--- src/v3a_sqrt_cell.sv ---
// One square root cell: settles one root bit from two radicand bits.
module v3a_sqrt_cell #(
    parameter int WORD_BITS = 32,
    parameter int PAY_BITS  = 8
)
(
    input  logic                   clk,
    input  logic                   rst_n,
    input  logic                   en,
    input  logic                   valid_i,
    input  logic [2*WORD_BITS-1:0] rad_i,
    input  logic [WORD_BITS+1:0]   rem_i,
    input  logic [WORD_BITS-1:0]   root_i,
    input  logic [PAY_BITS-1:0]    pay_i,
    output logic                   valid_o,
    output logic [2*WORD_BITS-1:0] rad_o,
    output logic [WORD_BITS+1:0]   rem_o,
    output logic [WORD_BITS-1:0]   root_o,
    output logic [PAY_BITS-1:0]    pay_o
);
    localparam int W = WORD_BITS;

    logic [W+1:0]   rem_sh;
    logic [W+1:0]   trial;
    logic           ge;
    logic           valid_reg;
    logic [2*W-1:0] rad_reg;
    logic [W+1:0]   rem_reg;
    logic [W-1:0]   root_reg;
    logic [PAY_BITS-1:0] pay_reg;

    assign rem_sh = {rem_i[W-1:0], rad_i[2*W-1 -: 2]};
    assign trial  = {root_i, 2'b01};
    assign ge     = (rem_sh >= trial);

    always_ff @(posedge clk or negedge rst_n)
    begin
        if (!rst_n)
            valid_reg <= 1'b0;
        else if (en)
            valid_reg <= valid_i;
    end

    always_ff @(posedge clk)
    begin
        if (en)
        begin
            rad_reg  <= {rad_i[2*W-3:0], 2'b00};
            rem_reg  <= ge ? rem_sh - trial : rem_sh;
            root_reg <= {root_i[W-2:0], ge};
            pay_reg  <= pay_i;
        end
    end

    assign valid_o = valid_reg;
    assign rad_o   = rad_reg;
    assign rem_o   = rem_reg;
    assign root_o  = root_reg;
    assign pay_o   = pay_reg;

endmodule

--- config.mk ---
export PLATFORM = sky130hd
export DESIGN_NAME = v3a_sqrt_cell
export DESIGN_NICKNAME = d
export VERILOG_FILES = /design/src/v3a_sqrt_cell.sv
export SDC_FILE = /design/constraint.sdc
export NUM_CORES = 1
export LEC_CHECK = 0
export ABC_AREA = 1
export BUFFER_PORTS_ARGS = -buffer_cell sky130_fd_sc_hd__buf_2
export CAP_MARGIN = 20
export CORE_ASPECT_RATIO = 0.8
export CORE_MARGIN = 4
export CORE_UTILIZATION = 55
export CTS_BUF_LIST = sky130_fd_sc_hd__clkbuf_4
export CTS_CLUSTER_SIZE = 25
export DETAILED_ROUTE_END_ITERATION = 12
export HOLD_SLACK_MARGIN = 0.1
export PLACE_DENSITY = 0.85
export SLEW_MARGIN = 20
export SYNTH_ARGS = -nofsm -noshare
export SYNTH_HDL_FRONTEND = slang
export SYNTH_SLANG_ARGS = --single-unit
--- constraint.sdc ---
create_clock -name clk -period 1.85 [get_ports clk]
set_clock_uncertainty 0.15 [all_clocks]
set_input_delay 0.555 -clock clk [delete_from_list [all_inputs] [get_ports clk]]
set_output_delay 0.555 -clock clk [all_outputs]
set_load 0.02 [all_outputs]
==> qor.csv, run 1 <==
metric,value,unit
synthTopCellsByArea,"edfxtp_1 57%, nand2_1 13%, inv_1 6.2%",
ys_seq_elements,137,
cts_made_buffers,17,
syn_area_per_cell,9.47,sq um
die-width,136,um
core.rowCount,37,
routabilityCongestion,0.954,
status,aborted with a tool error,
dpl.cell_count,1322,
ys_types,34,
die_y,111,um
synth_top_cell_by_area,edfxtp_1,
hpwlAfterDp,18800,um
start_util,56.1,%
cts_sinks,137,
root_buffer,clkbuf_4,
cts_buffer_depth,2,
error,[ERROR DPL-0033] detailed placement checks failed during check placement.,
yosys.area.top_type_share,56.5,%
ys_seq_area_share,56.9,%
htree_levels,4,
syn_area,0.00722,sq mm
ys_warn_count,0,
haltStage,4_1_cts,
port_buffers,276,
io_pins,281,
postCtsResizedCells,224,
synth_cells,763,
cts_setup_buffers,22,
ctsHoldBuffers,109,
==> synth_stat cells <==
cell,count
buf_12,1
and2_1,1
nor3_1,4
ha_1,34
o21bai_1,3
nand3b_1,9
xor2_1,13
dfrtp_1,1
nand2_2,25
nor2_1,47
nand3_2,1
nor2_2,5
edfxtp_1,136
o21a_1,1
a21oi_1,29
nand4_1,8
inv_6,1
nand2_8,1
a21boi_0,1
conb_1,1
a21o_1,2
mux2_2,1
a21oi_2,1
buf_4,2
o21ai_0,11
buf_6,4
nor4_1,2
nor3b_1,1
nand2_1,257
inv_1,120
nand3_1,33
nor2_4,2
buf_8,1
xnor2_1,4
==> stage by stage <==
step,setup TNS (ps),setup WS [ps],area [sq um]
floorplan,-12390,-374,7850
global placement,-25300,-739,10300
detailed placement,-26340,-782,10300
==> cells by family after synthesis <==
logic type / share of synthesized area, %
AOI/OAI and AO/OA: 3.62
xor gates and xnor gates: 2.06
adders and majority gates: 5.89
buffers and inverters: 7.67
DFF: 56.9
muxes: 0.156
other: 0.0519
and+or+nand+nor: 23.7
==> inputs of run 2 (changes only) <==
--- a/config.mk
+++ b/config.mk
@@ -8,14 +8,10 @@
 export ABC_AREA = 1
 export BUFFER_PORTS_ARGS = -buffer_cell sky130_fd_sc_hd__buf_2
 export CAP_MARGIN = 20
-export CORE_ASPECT_RATIO = 0.8
 export CORE_MARGIN = 4
-export CORE_UTILIZATION = 55
-export CTS_BUF_LIST = sky130_fd_sc_hd__clkbuf_4
-export CTS_CLUSTER_SIZE = 25
+export CORE_UTILIZATION = 40
 export DETAILED_ROUTE_END_ITERATION = 12
-export HOLD_SLACK_MARGIN = 0.1
-export PLACE_DENSITY = 0.85
+export PLACE_DENSITY_LB_ADDON = 0.15
 export SLEW_MARGIN = 20
 export SYNTH_ARGS = -nofsm -noshare
 export SYNTH_HDL_FRONTEND = slang
==> run 2 against run 1 <==
The flow now finishes, with violations (negative setup slack). Synthesized cell count is the same. Synthesized area did not move.
==> qor.csv, run 2 <==
metric,value,unit,change
status,finished with violations,,was aborted with a tool error
violations,negative setup slack,,
clkTransAtPathRegs,60,ps,
ys_seq_area_share,56.9,%,unchanged
ys_warn_count,0,,unchanged
yosys.area.top_type_share,56.5,%,unchanged
io_pins,281,,unchanged
cp.required,1870,ps,
synth_top_family_by_area,simple AND/OR/NAND/NOR gates,,unchanged
routed_wl,22700,um,
yosys.area_share.simple,23.7,%,unchanged
port_buffers,276,,unchanged
grtUsageTotal,21.8,%,
critPathSlowestCell,ha_4,,
worstHoldStart,rad_i[1],,
rrSetupSlack,960,ps,
ant_nets,0,,
r2r_cells,1,,
drt_iter0_drc,357,,
synth_cells,763,,unchanged
grt_overflow,0,,
holdWs,153,ps,
ys_seq_elements,137,,unchanged
async_reset_ff_share,0.730,%,unchanged
hold_depth,1,,
vdd_drop_max,0.000584,V,
dr.pass1.iters,5,,
cts_made_buffers,17,,unchanged
die-width,142,um,was 136 um
synth_edf_count,136,,unchanged
core.rowCount,48,,was 37
final_max_slew_viol_count,0,,
grt_max_degree,36,,
yosysMostFrequentCell,nand2_1,,unchanged
avgViaCountPerCell,4.65,,
htree_levels,4,,unchanged
rsz0062_at_grt,true,,
synth_xor_xnor_area_share,2.06,%,unchanged
critical_path.most_common_cell,nand2_2,,
synthToLayoutAreaGrowth,58.3,%,
reg2reg_from,valid_o,,
p_total,0.0101,W,
critPathArrivalTime,2090,ps,
core,0.0175,sq mm,
routabilityCongestion,0.921,,was 0.954
hpwlAfterDp,17800,um,was 18800 um
cts_buffer_depth,2,,unchanged
synth_compound_area_share,3.62,%,unchanged
syn_area,0.00722,sq mm,unchanged
finalSetupTns,-6760,ps,
end_kind,flop,,
cts_tree,yes,,
start_util,41.3,%,was 56.1%
vias,6600,,
fmax,483,MHz,
n_fill_cell,1466,,
slowest_delay,290,ps,
crit_type,input pin to flop,,
placed_cell_area,0.0104,sq mm,was 0.0103 sq mm
hp-class,input pin to flop,,
crit_fanout,8,,
drive_above_1_share,52.9,%,
hold_viol,0,,
mostFrequentLayoutCells,"268 x buf_2, 207 x nand2_1, 136 x edfxtp_1, 116 x buf_4, 92 x inv_1",,
grt_pass1_wl,34300,um,
multi_input_comb_area,0.00341,sq mm,
start_kind,input pin,,
yosys.area_share.adder,5.89,%,unchanged
r2r-end,valid_o,,
synth_top_cell_by_area,edfxtp_1,,unchanged
synth_flop_cell,edfxtp_1,,unchanged
insertion_delay,410,ps,
postLayoutCoreUtil,65.4,%,
antenna_found_initial,4,,
synth_common_cells,"257 x nand2_1, 136 x edfxtp_1, 120 x inv_1, 47 x nor2_1, 34 x ha_1",,unchanged
worstPathCellList,buf_2 > inv_4 > ha_4 > nand2_4 > nor2_4 > nand2_2 > nor2_2 > nand2_2 > nand3_4 > nand2_4 > nand2_8 > inv_8 > buf_12 > nand2_2 > nand2_1,,
seqCellArea,0.00411,sq mm,
timing.final.crit_share,112,%,
die_y,142,um,was 111 um
final_net_count,1353,,
worstHoldEndpoint,rad_o[3],,
leakage,5.50,nW,
drc,0,,
synthTopCellsByArea,"edfxtp_1 57%, nand2_1 13%, inv_1 6.2%",,unchanged
root_buffer,clkbuf_16,,was clkbuf_4
largest_reg_flops,62,,
final_common_cell,buf_2,,
synth.mux.area_fraction,0.156,%,unchanged
p_per_area,884,mW/mm^2,
setup_ws,-221,ps,
grt_pass1_vias,6577,,
setup_viol,35,,
ys_types,34,,unchanged
wl_per_cell,16.0,um,
fp.dieArea,0.0203,sq mm,
fin_area,0.0114,sq mm,
syn_area_per_cell,9.47,sq um,unchanged
cts_sinks,137,,unchanged
fin_crit,2070,ps,
maxCapViolCount,0,,
## run 2: cell counts after synthesis
No cell type changed its count.
## run 2: worst max-delay path by stage
| stage | start | endpoint | cells past startpoint |
|---|---|---|---|
| after floorplan | root_i[14] | rem_o[25] | 14 |
| after global placement | root_i[14] | rem_o[2] | 15 |
| after detailed placement | root_i[23] | rem_o[21] | 12 |
| after CTS | root_i[25] | rem_o[15] | 16 |
| after global routing | root_i[12] | rem_o[21] | 15 |
| final | root_i[18] | rem_o[15] | 15 |
## run 2: cell families after synthesis
| family | Yosys count |
|---|---|
| compound gates | 48 |
| fa+ha+maj | 34 |
| xor+xnor | 17 |
| mux | 1 |
| buf+inv | 129 |
| other cells | 1 |
| simple gates | 396 |
| flops | 137 |
## run 2: cell type report
cell class | count | share of cell area (%)
clock inverter | 14 | 1.63
antenna | 4 | 0.0875
tap | 225 | 2.46
sequential | 137 | 35.9
multi-input combinational | 498 | 29.8
inverter | 121 | 4.45
clock buffer | 17 | 3.72
timing repair buffer | 402 | 21.9
## run 2: timing repair
| item | in CTS | in global routing |
|---|---|---|
| endpoints found under the hold margin | 1 | 0 |
| hold buffers | 1 | 0 |
| gates resized for setup | 42 | 54 |
| cloned | 0 | 1 |
| setup endpoints to repair | 35 | 35 |
| pin swaps | 29 | 20 |
| buffers inserted | 4 | 4 |
## run 2: power breakdown
| part | internal (W) | switching, W |
|---|---|---|
| clock | 0.00215 | 0.00142 |
| sequential | 0.00377 | 0.0000711 |
| combinational | 0.00113 | 0.00158 |
| total | 0.00705 | 0.00307 |
## run 2: metrics by stage
stage / setup slack, ps / std cells
floorplan: -374 / 764
global placement: -701 / 1373
detailed placement: -736 / 1373
CTS: -203 / 1409
global route: -316 / 1418
finish: -221 / 1418
## run 2: critical path, delay by kind of cell
family | cells | cell delay [ps]
AND/OR/NAND/NOR | 10 | 880
adder cells (fa/ha/maj) | 1 | 290
buffers and inverters | 4 | 360
## run 2: per-layer routing
layer	wire length [um]	GRT usage, %	share of wire (%)	vias to the layer above
li1	-	-	-	3320
met1	8940	25.8	39	3022
met2	11800	39.4	52	229
met3	1470	3.97	6.5	29
met4	450	8.45	2.0	0
met5	0	0	0	-
Power figures use the tool's default switching activity.
