===== config.mk =====
export PLATFORM = sky130hd
export DESIGN_NAME = v3a_div_cell
export DESIGN_NICKNAME = d
export VERILOG_FILES = /design/src/v3a_div_cell.sv
export SDC_FILE = /design/constraint.sdc
export NUM_CORES = 1
export LEC_CHECK = 0
export BUFFER_PORTS_ARGS = -buffer_cell sky130_fd_sc_hd__buf_2
export CAP_MARGIN = 5
export CORE_AREA = 2 2 219 221
export DETAILED_ROUTE_END_ITERATION = 8
export DIE_AREA = 0 0 221 223
export GPL_TIMING_DRIVEN = 0
export SLEW_MARGIN = 20
export SYNTH_ARGS = -nofsm -noshare
export SYNTH_HDL_FRONTEND = slang
export SYNTH_SLANG_ARGS = --single-unit

===== constraint.sdc =====
create_clock -name clk -period 1.1 [get_ports clk]
set_input_delay 0.055 -clock clk [delete_from_list [all_inputs] [get_ports clk]]
set_output_delay 0.055 -clock clk [all_outputs]
set_load 0.01 [all_outputs]

===== src/v3a_div_cell.sv =====
// One divider cell: settles one quotient bit for each of three lanes.
module v3a_div_cell #(
    parameter int WORD_BITS = 32,
    parameter int FRAC_BITS = 16,
    parameter int PAY_BITS  = 8
)
(
    input  logic                                  clk,
    input  logic                                  rst_n,
    input  logic                                  en,
    input  logic                                  valid_i,
    input  logic [WORD_BITS-1:0]                  div_i,
    input  logic [2:0]                            neg_i,
    input  logic [2:0][WORD_BITS+FRAC_BITS-1:0]   shr_i,
    input  logic [2:0][WORD_BITS-1:0]             rem_i,
    input  logic [PAY_BITS-1:0]                   pay_i,
    output logic                                  valid_o,
    output logic [WORD_BITS-1:0]                  div_o,
    output logic [2:0]                            neg_o,
    output logic [2:0][WORD_BITS+FRAC_BITS-1:0]   shr_o,
    output logic [2:0][WORD_BITS-1:0]             rem_o,
    output logic [PAY_BITS-1:0]                   pay_o
);
    localparam int W  = WORD_BITS;
    localparam int QW = WORD_BITS + FRAC_BITS;

    logic [W:0]              rs [3];
    logic [W:0]              df [3];
    logic [2:0]              ge;
    logic                    valid_reg;
    logic [W-1:0]            div_reg;
    logic [2:0]              neg_reg;
    logic [2:0][QW-1:0]      shr_reg;
    logic [2:0][W-1:0]       rem_reg;
    logic [PAY_BITS-1:0]     pay_reg;

    always_comb
    begin
        for (int k = 0; k < 3; k++)
        begin
            rs[k] = {rem_i[k], shr_i[k][QW-1]};
            df[k] = rs[k] - {1'b0, div_i};
            ge[k] = (rs[k] >= {1'b0, div_i});
        end
    end

    always_ff @(posedge clk or negedge rst_n)
    begin
        if (!rst_n)
            valid_reg <= 1'b0;
        else if (en)
            valid_reg <= valid_i;
    end

    always_ff @(posedge clk)
    begin
        if (en)
        begin
            div_reg <= div_i;
            neg_reg <= neg_i;
            pay_reg <= pay_i;
            for (int k = 0; k < 3; k++)
            begin
                shr_reg[k] <= {shr_i[k][QW-2:0], ge[k]};
                rem_reg[k] <= ge[k] ? df[k][W-1:0] : rs[k][W-1:0];
            end
        end
    end

    assign valid_o = valid_reg;
    assign div_o   = div_reg;
    assign neg_o   = neg_reg;
    assign shr_o   = shr_reg;
    assign rem_o   = rem_reg;
    assign pay_o   = pay_reg;

endmodule

=== Word level (Yosys, flattened, before mapping) ===
Index checks and enable logic that the tools add are counted.

* Input bits: 287
* Flip-flop bits (word level): 284
* Memories: 0
* Bits in latches: 0
* Output and inout port bits: 284
* Bits in read-only memories: 0
* Memory bits (writable): 0

* Reduce and logical (&&, ||, !) cells: 0
* Shift operators: 0
* $lt $le $gt $ge: 3
* $mul: 0
* Eq/ne operators: 0
* Muxes and demuxes: 3
* Bitwise logic cells: 0
* Div/mod/pow operators: 0
* $add $sub $neg: 3

{| class="wikitable"
|+ Operators with widths
! operator !! count
|-
| $ge A33 B32 Y1 || 3
|-
| $mux W32 || 3
|-
| $sub A32 B32 Y32 || 3
|}

=== Longest topological paths before layout ===
Gate-level depths: netlist of run 1.

* Depth in word-level cells: 2
* Gate-level depth with buffers: 14
* Gate-level depth less buffers: 12

=== Worst setup path before layout of run 1 ===
Ideal clock, no wire load.

* Path kind: input to register
* Start point: input div_i[1]
* End point: register rem_reg (netlist bit rem_o[35]) (data pin)
* Setup time: 0.262 ns
* Cell stages on the path: 11
* Buffers on the path: 0
* Path slack: -1.474 ns
* Arrival: 2.312 ns
* Path through: inv_1 -> ha_1 -> nor2b_1 -> o31a_1 -> o31ai_1 -> nand4_1 -> a211oi_2 -> o22ai_2 -> o31ai_4 -> inv_2 -> mux2_1

* Word-level cells in the longest chain between the ends: 2
* Elaborated cells between the ends (all ways): 3
* Classes of those cells: add/sub: 1; order compare: 1; mux: 1

{| class="wikitable"
|+ RTL lines
! element !! line !! source
|-
| start: declaration || 12 || <nowiki>input logic [WORD_BITS-1:0] div_i,</nowiki>
|-
| $ge A33 B32 Y1 || 43 || <nowiki>ge[k] = (rs[k] >= {1'b0, div_i});</nowiki>
|-
| net ge[1] || 29 || <nowiki>logic [2:0] ge;</nowiki>
|-
| $mux W32 || 65 || <nowiki>rem_reg[k] <= ge[k] ? df[k][W-1:0] : rs[k][W-1:0];</nowiki>
|-
| end signal: indexed assignment || 65 ||
|-
| end: declaration || 34 || <nowiki>logic [2:0][W-1:0] rem_reg;</nowiki>
|}

The timed path passes the listed nets, and every way through them passes these cells.
A chain may end at the register's enable or synchronous reset.

=== Final worst setup path of run 1 ===
* Start point: input div_i[10]
* End point: register rem_reg (netlist bit rem_o[70]) (data pin)

* Word-level cells in the longest chain between the ends: 2

{| class="wikitable"
|+ RTL lines
! element !! line
|-
| $ge A33 B32 Y1 || 43
|-
| $mux W32 || 65
|}

Every way passes these cells.

==> out/results.tsv, run 1 <==
stage	metric	value	unit
sta	clock_skew	0	ps
placed_design	dpl_worst_slack	-2770	ps
sta	period_needed	2470	ps
critical_path	cp_max_fo	6	
synth	yosysMostFrequentCell	edfxtp_1	
synth	synth-seq-area-share	57.7	%
drt	vias	15100	
placed_design	place_congestion	0.960	
drt	wl_per_cell	25.1	um
pwr	power_density	1450	mW/mm^2
floorplan	rows	80	
critical_path	cp-startpoint	div_i[10]	
final_layout	layoutNonFillerInstCount	2901	
clocking	root_buffer	clkbuf_16	
synth	synth_edf_count	283	
sta	setup_tns	-132060	ps
flow_run	timing.max_cap.violations	0	
sta	finalHoldViolCount	38	
sta	fmax	405	MHz
pwr	max-vdd-ir-drop	1560	uV
clocking	cts_buffers	35	
status	outcome	finished, violations left	
global_route	antenna_found_initial	12	
final_layout	syn_to_final_growth	77.1	%
sta	max_slew_margin	51.1	%
synth	async_flop_share	0.352	%
critical_path	slowest_stage	mux2_2	
sta	fin_ws	-1370	ps
floorplan	start_util	31.3	%
synth	yosysTopAreaCell	edfxtp_1	
floorplan	core_area	0.0471	mm^2
critical_path	path_class	in -> reg	
sta	worst_slew_pin_slew	731	ps
critical_path	cp_common_cell	buf_4	
clocking	path_clk_slew	60	ps
status	violations	negative hold slack, negative setup slack	
floorplan	die_h	223	um
floorplan	num_io_pins	571	
worst_hold_path	min_path_type	in -> reg	
floorplan	die_x	221	um
sta	fin_crit_sh	224	%
drt	postRouteAntennaNets	0	
global_route	grtUsageTotal	28.0	%
final_layout	drive_gt1_share	43.9	%
critical_path	arrival	2760	ps
critical_path	max_stage_delay	330	ps
synth	synthesis.nets	1651	
critical_path	required	1390	ps
clocking	clkSinkCount	284	
sta	maxSlewViolCount	0	
drt	dr.pass1.iters	7	
drt	route.detailed.drc	0	
critical_path	cp_cell_sequence	buf_8 > clkinvlp_4 > buf_4 > ha_4 > buf_4 > nand2_4 > nor2_1 > and3_1 > a21o_1 > o211ai_1 > buf_4 > a31oi_4 > o21ai_4 > buf_12 > buf_4 > mux2_2	
synth	synth-main-ff-cell	edfxtp_1	
placed_design	dp.cells	2452	
pwr	p_leak	11.0	nW
clocking	tritoncts	yes	
placed_design	port-buffer-count	570	
critical_path	endpoint_kind	flop	
global_route	grt_pass1_wl	102	mm
synth	yosys_warnings	0	
final_layout	final_area	0.0262	mm^2
floorplan	die-area	0.0493	mm^2
synth	synth_cells	1265	
synth	synth.top_cell.area_share	57.6	%
synth	yosysUniqueCellTypes	61	
placed_design	placed_area	0.0187	mm^2
global_route	grt_max_degree	105	
global_route	grt_pass1_vias	15200	
worst_hold_path	hp-start	en	
global_route	overflow	0	
synth	ys_ff_latch	284	
critical_path	cp-start-kind	primary input	
synth	syn_area	0.0148	mm^2
sta	grt_setup_unrepaired	true	
critical_path	r2r_setup_slack	330	ps
synth	syn_avg_cell_area	11.7	um^2
synth	synth_common_cells	283 x edfxtp_1, 154 x nand2_1, 142 x o21ai_0, 96 x ha_1, 78 x a21oi_1	
drt	viasPerCell	5.19	
drt	routed_wl	72.8	mm
sta	timing.hold.ws	-24.5	ps
clocking	htreeDepth	2	
synth	synth_area_leaders	edfxtp_1 58%, ha_1 8.1%, o21ai_0 4.8%	
placed_design	place_hpwl	52.3	mm
drt	drt_iter0_markers	997	
final_layout	fin_nets	2643	
clocking	clk_path_buf_depth	3	
sta	setup_viol	327	
clocking	clk_latency	540	ps
critical_path	timing.rr.start	valid_o	
[flip-flops by register name, indices dropped and copies added (netlist names)]
| name | cells |
|---|---|
| div_o | 32 |
| neg_o | 3 |
| pay_o | 8 |
| rem_o | 96 |
| shr_o | 144 |
| valid_o | 1 |
[cell type report]
type | count | area [um^2]
diodes | 2 | 5.00
plain buffers | 20 | 367
clock buffers | 37 | 905
clock inverters | 27 | 307
fillers | 3940 | 21000
inverters | 69 | 344
multi-input cells | 879 | 7430
flip-flops and latches | 284 | 8520
well taps | 615 | 769
repair buffers | 968 | 7500
[routing by layer]
| metal | track usage, % | part of all wire [%] | up-vias | wire length (um) |
|---|---|---|---|---|
| met5 | 0 | 0.089 | - | 65 |
| li1 | - | - | 6758 | - |
| met4 | 9.16 | 4.2 | 10 | 3070 |
| met2 | 50.2 | 50 | 711 | 36500 |
| met1 | 33.6 | 39 | 7428 | 28600 |
| met3 | 5.52 | 6.2 | 163 | 4540 |
[worst max-delay path: cells and delay by family]
| kind | cells | cell delay [ps] |
|---|---|---|
| compound gates | 4 | 740 |
| fa+ha+maj | 1 | 210 |
| buf+inv | 7 | 1050 |
| mux | 1 | 330 |
| simple gates | 3 | 370 |
[timing repair]
item	4_1_cts	5_1_grt
hold endpoints to repair	282	1
gates cloned	10	2
gates resized for setup	451	183
endpoints found under the setup margin	383	384
pin swaps	59	53
setup buffers	64	35
hold buffers	283	5
[final timing paths]
| kind | end | cells past startpoint |
|---|---|---|
| min in group asynchronous | valid_o | 3 |
| worst max-delay path | rem_o[70] | 16 |
| worst min-delay path | rem_o[25] | 1 |
| worst min register to register | valid_o | 1 |
| worst max register to register | valid_o | 1 |
| max in group asynchronous | valid_o | 3 |
[where the power goes]
group	leakage (nW)	internal, W	total, W	switching (W)
registers	2.78	0.0134	0.0138	0.000414
logic	7.67	0.00552	0.0116	0.00613
clock network	0.588	0.00742	0.0123	0.00492
[cell families after synthesis]
family          after synthesis  synth area share (%)
simple gates                311                  9.73
compound gates              378                  15.8
flops                       284                  57.7
mux                          11                 0.822
xor+xnor                     80                  4.75
fa+ha+maj                    99                  8.54
buf+inv                     102                  2.67
[layout by cell type, fill, tap and decap left out, drive strengths merged, types with 6 or more instances in the layout]
master / n
a211oi: 9
a21boi: 9
a21o: 42
a21oi: 79
a31oi: 18
and2: 7
and3: 13
buf: 687
bufinv: 6
clkbuf: 50
clkinv: 17
clkinvlp: 17
dlygate4sd3: 288
edfxtp: 283
ha: 96
inv: 56
mux2: 9
nand2: 154
nand2b: 19
nand3: 17
nand4: 15
nor2: 41
nor2b: 8
nor3: 18
o2111ai: 6
o21a: 8
o21ai: 148
o21bai: 13
o31ai: 10
xnor2: 47
xor2: 33
[stage by stage]
stage	utilization (%)	power, W
2_1_floorplan	-	0.0180
3_3_place_gp	39.6	0.0217
3_5_place_dp	39.7	0.0216
4_1_cts	53.3	0.0369
5_1_grt	55.5	0.0391
6_report	55.5	0.0378
Note: power is estimated with default switching activity, not from simulation.
==> run 2, diff against run 1 <==
--- a/config.mk
+++ b/config.mk
@@ -11,6 +11,8 @@
 export DETAILED_ROUTE_END_ITERATION = 8
 export DIE_AREA = 0 0 221 223
 export GPL_TIMING_DRIVEN = 0
+export PLACE_DENSITY = 0.55
+export SKIP_CTS_REPAIR_TIMING = 1
 export SLEW_MARGIN = 20
 export SYNTH_ARGS = -nofsm -noshare
 export SYNTH_HDL_FRONTEND = slang
==> run 2 against run 1 <==
  * First-iteration DRC count shrank 12%
  * Largest cell class unchanged
  * Critical path depth is the same
  * Global-route usage fell by 3.3 points
  * Fmax down 2.9%
  * The run still ends with negative hold slack, negative setup slack left
  * Worst setup slack got worse by 74 ps
  * Non-clock buffer count decreased by 25
  * Critical endpoint is now rem_o[83]
  * Highest routed layer unchanged
==> out/results.tsv, run 2 (synthesis results as in run 1) <==
stage	metric	value	unit
drt	drt_iter0_markers	881	
drt	viasPerCell	5.10	
clocking	path_clk_slew	50	ps
placed_design	dp.cells	2453	
clocking	clk_path_buf_depth	3	
final_layout	fillCellCount	4078	
pwr	pwr-share-clk	31.3	%
global_route	grt_pass1_wl	89.0	mm
final_layout	drive_gt1_share	43.5	%
drt	vias	14700	
critical_path	slowest_stage	nor4_4	
final_layout	fin_util	54.4	%
critical_path	cp_common_cell	buf_6	
pwr	max-vdd-ir-drop	1330	uV
sta	worst_slew_pin_slew	556	ps
sta	maxSlewViolCount	0	
sta	fin_crit_sh	231	%
status	outcome	finished, violations left	
pwr	power_density	1430	mW/mm^2
clocking	root_buffer	clkbuf_16	
drt	route.detailed.drc	0	
critical_path	path_delay_family	simple AND/OR/NAND/NOR gates	
sta	finalHoldViolCount	28	
final_layout	regArea	0.00852	mm^2
final_layout	largest_reg_flops	144	
floorplan	core_area	0.0471	mm^2
critical_path	max_stage_delay	420	ps
global_route	antenna_found_initial	13	
global_route	grtUsageTotal	24.7	%
global_route	grt_pass1_vias	13100	
placed_design	port-buffer-count	570	
sta	period_needed	2540	ps
pwr	fin_total_pwr	0.0366	W
floorplan	num_io_pins	571	
global_route	grt_max_degree	91	
final_layout	final_cell_mix	511 x buf_2, 283 x edfxtp_1, 282 x dlygate4sd3_1	
sta	timing.hold.ws	-306	ps
floorplan	rows	80	
clocking	cts_buffers	35	
drt	routed_wl	70.7	mm
critical_path	crit_buf_inv	6	
clocking	clk_latency	540	ps
final_layout	fin_nets	2619	
final_layout	final_area	0.0256	mm^2
critical_path	endpoint_kind	flop	
critical_path	cp_max_fo	10	
sta	clock_skew	0	ps
clocking	htreeDepth	2	
flow_run	timing.max_cap.violations	0	
placed_design	place_congestion	0.936	
final_layout	final_common_cell	buf_2	
final_layout	syn_to_final_growth	73.7	%
sta	fin_ws	-1440	ps
sta	fmax	394	MHz
drt	wl_per_cell	24.6	um
clocking	clkSinkCount	284	
floorplan	die_x	221	um
final_layout	multi_input_area	0.00742	mm^2
critical_path	arrival	2820	ps
global_route	overflow	0	
critical_path	required	1380	ps
clocking	tritoncts	yes	
floorplan	start_util	31.3	%
placed_design	place_hpwl	51.5	mm
drt	dr.pass1.iters	6	
pwr	p_sw	0.0112	W
placed_design	placed_area	0.0187	mm^2
drt	postRouteAntennaNets	0	
final_layout	layoutNonFillerInstCount	2878	
sta	grt_setup_unrepaired	true	
pwr	p_int	0.0254	W
critical_path	cp_cell_sequence	buf_8 > clkinvlp_4 > buf_6 > ha_4 > and4_4 > nand2_4 > or3_4 > nor4_4 > o21ai_2 > a31oi_4 > buf_6 > o21ai_4 > buf_6 > buf_12 > nand2_2 > o21ai_2	
pwr	combPwrFrac	30.9	%
critical_path	path_class	in -> reg	
floorplan	die-area	0.0493	mm^2
pwr	power_frac_seq	37.8	%
floorplan	die_h	223	um
sta	setup_viol	308	
pwr	p_leak	10.9	nW
sta	max_slew_margin	62.5	%
worst_hold_path	min_path_type	in -> reg	
status	violations	negative hold slack, negative setup slack	
pwr	swShare	30.6	%
critical_path	cp-start-kind	primary input	
[run 2: power groups by stage]
stage | registers, W | logic [W] | clock network, W
after floorplan | 0.0146 | 0.00342 | 0
after global placement | 0.0140 | 0.00763 | 0
after detailed placement | 0.0139 | 0.00768 | 0
after CTS | 0.0138 | 0.00773 | 0.0117
after global routing | 0.0139 | 0.0120 | 0.0121
final | 0.0138 | 0.0113 | 0.0114
[run 2: per-stage QoR]
| step | TNS [ps] | setup WS (ps) |
|---|---|---|
| finish | -132200 | -1440 |
| global route | -149390 | -1520 |
| CTS | -198140 | -2050 |
| detailed placement | -313410 | -2620 |
| global placement | -1435720 | -4490 |
| floorplan | -123670 | -1400 |
[run 2: path summary, 6_finish.rpt]
| kind | start | to | slack, ps | cells after the start |
|---|---|---|---|---|
| max | div_i[10] | rem_o[83] | -1440 | 16 |
| min | div_i[10] | div_o[10] | -310 | 1 |
| max reg2reg | valid_o | valid_o | 350 | 1 |
| min reg2reg | valid_o | valid_o | 520 | 1 |
| max in group asynchronous | rst_n | valid_o | 630 | 3 |
| min in group asynchronous | rst_n | valid_o | 360 | 3 |
[run 2: routing by layer]
layer | track usage, % | share of wire [%]
met2 | 43.2 | 50
met5 | 0 | 0.10
met1 | 31.0 | 41
met3 | 6.14 | 5.8
met4 | 4.68 | 3.0
[run 2: final cells by class]
cell class                      count  area share, %
Antenna cell                        6         0.0585
Sequential cell                   284           33.2
Clock inverter                     20          0.717
Tap cell                          615           3.00
Inverter                           69           1.28
Multi-Input combinational cell    880           28.9
Clock buffer                       41           3.59
Buffer                             22           1.22
Timing Repair Buffer              941           28.0
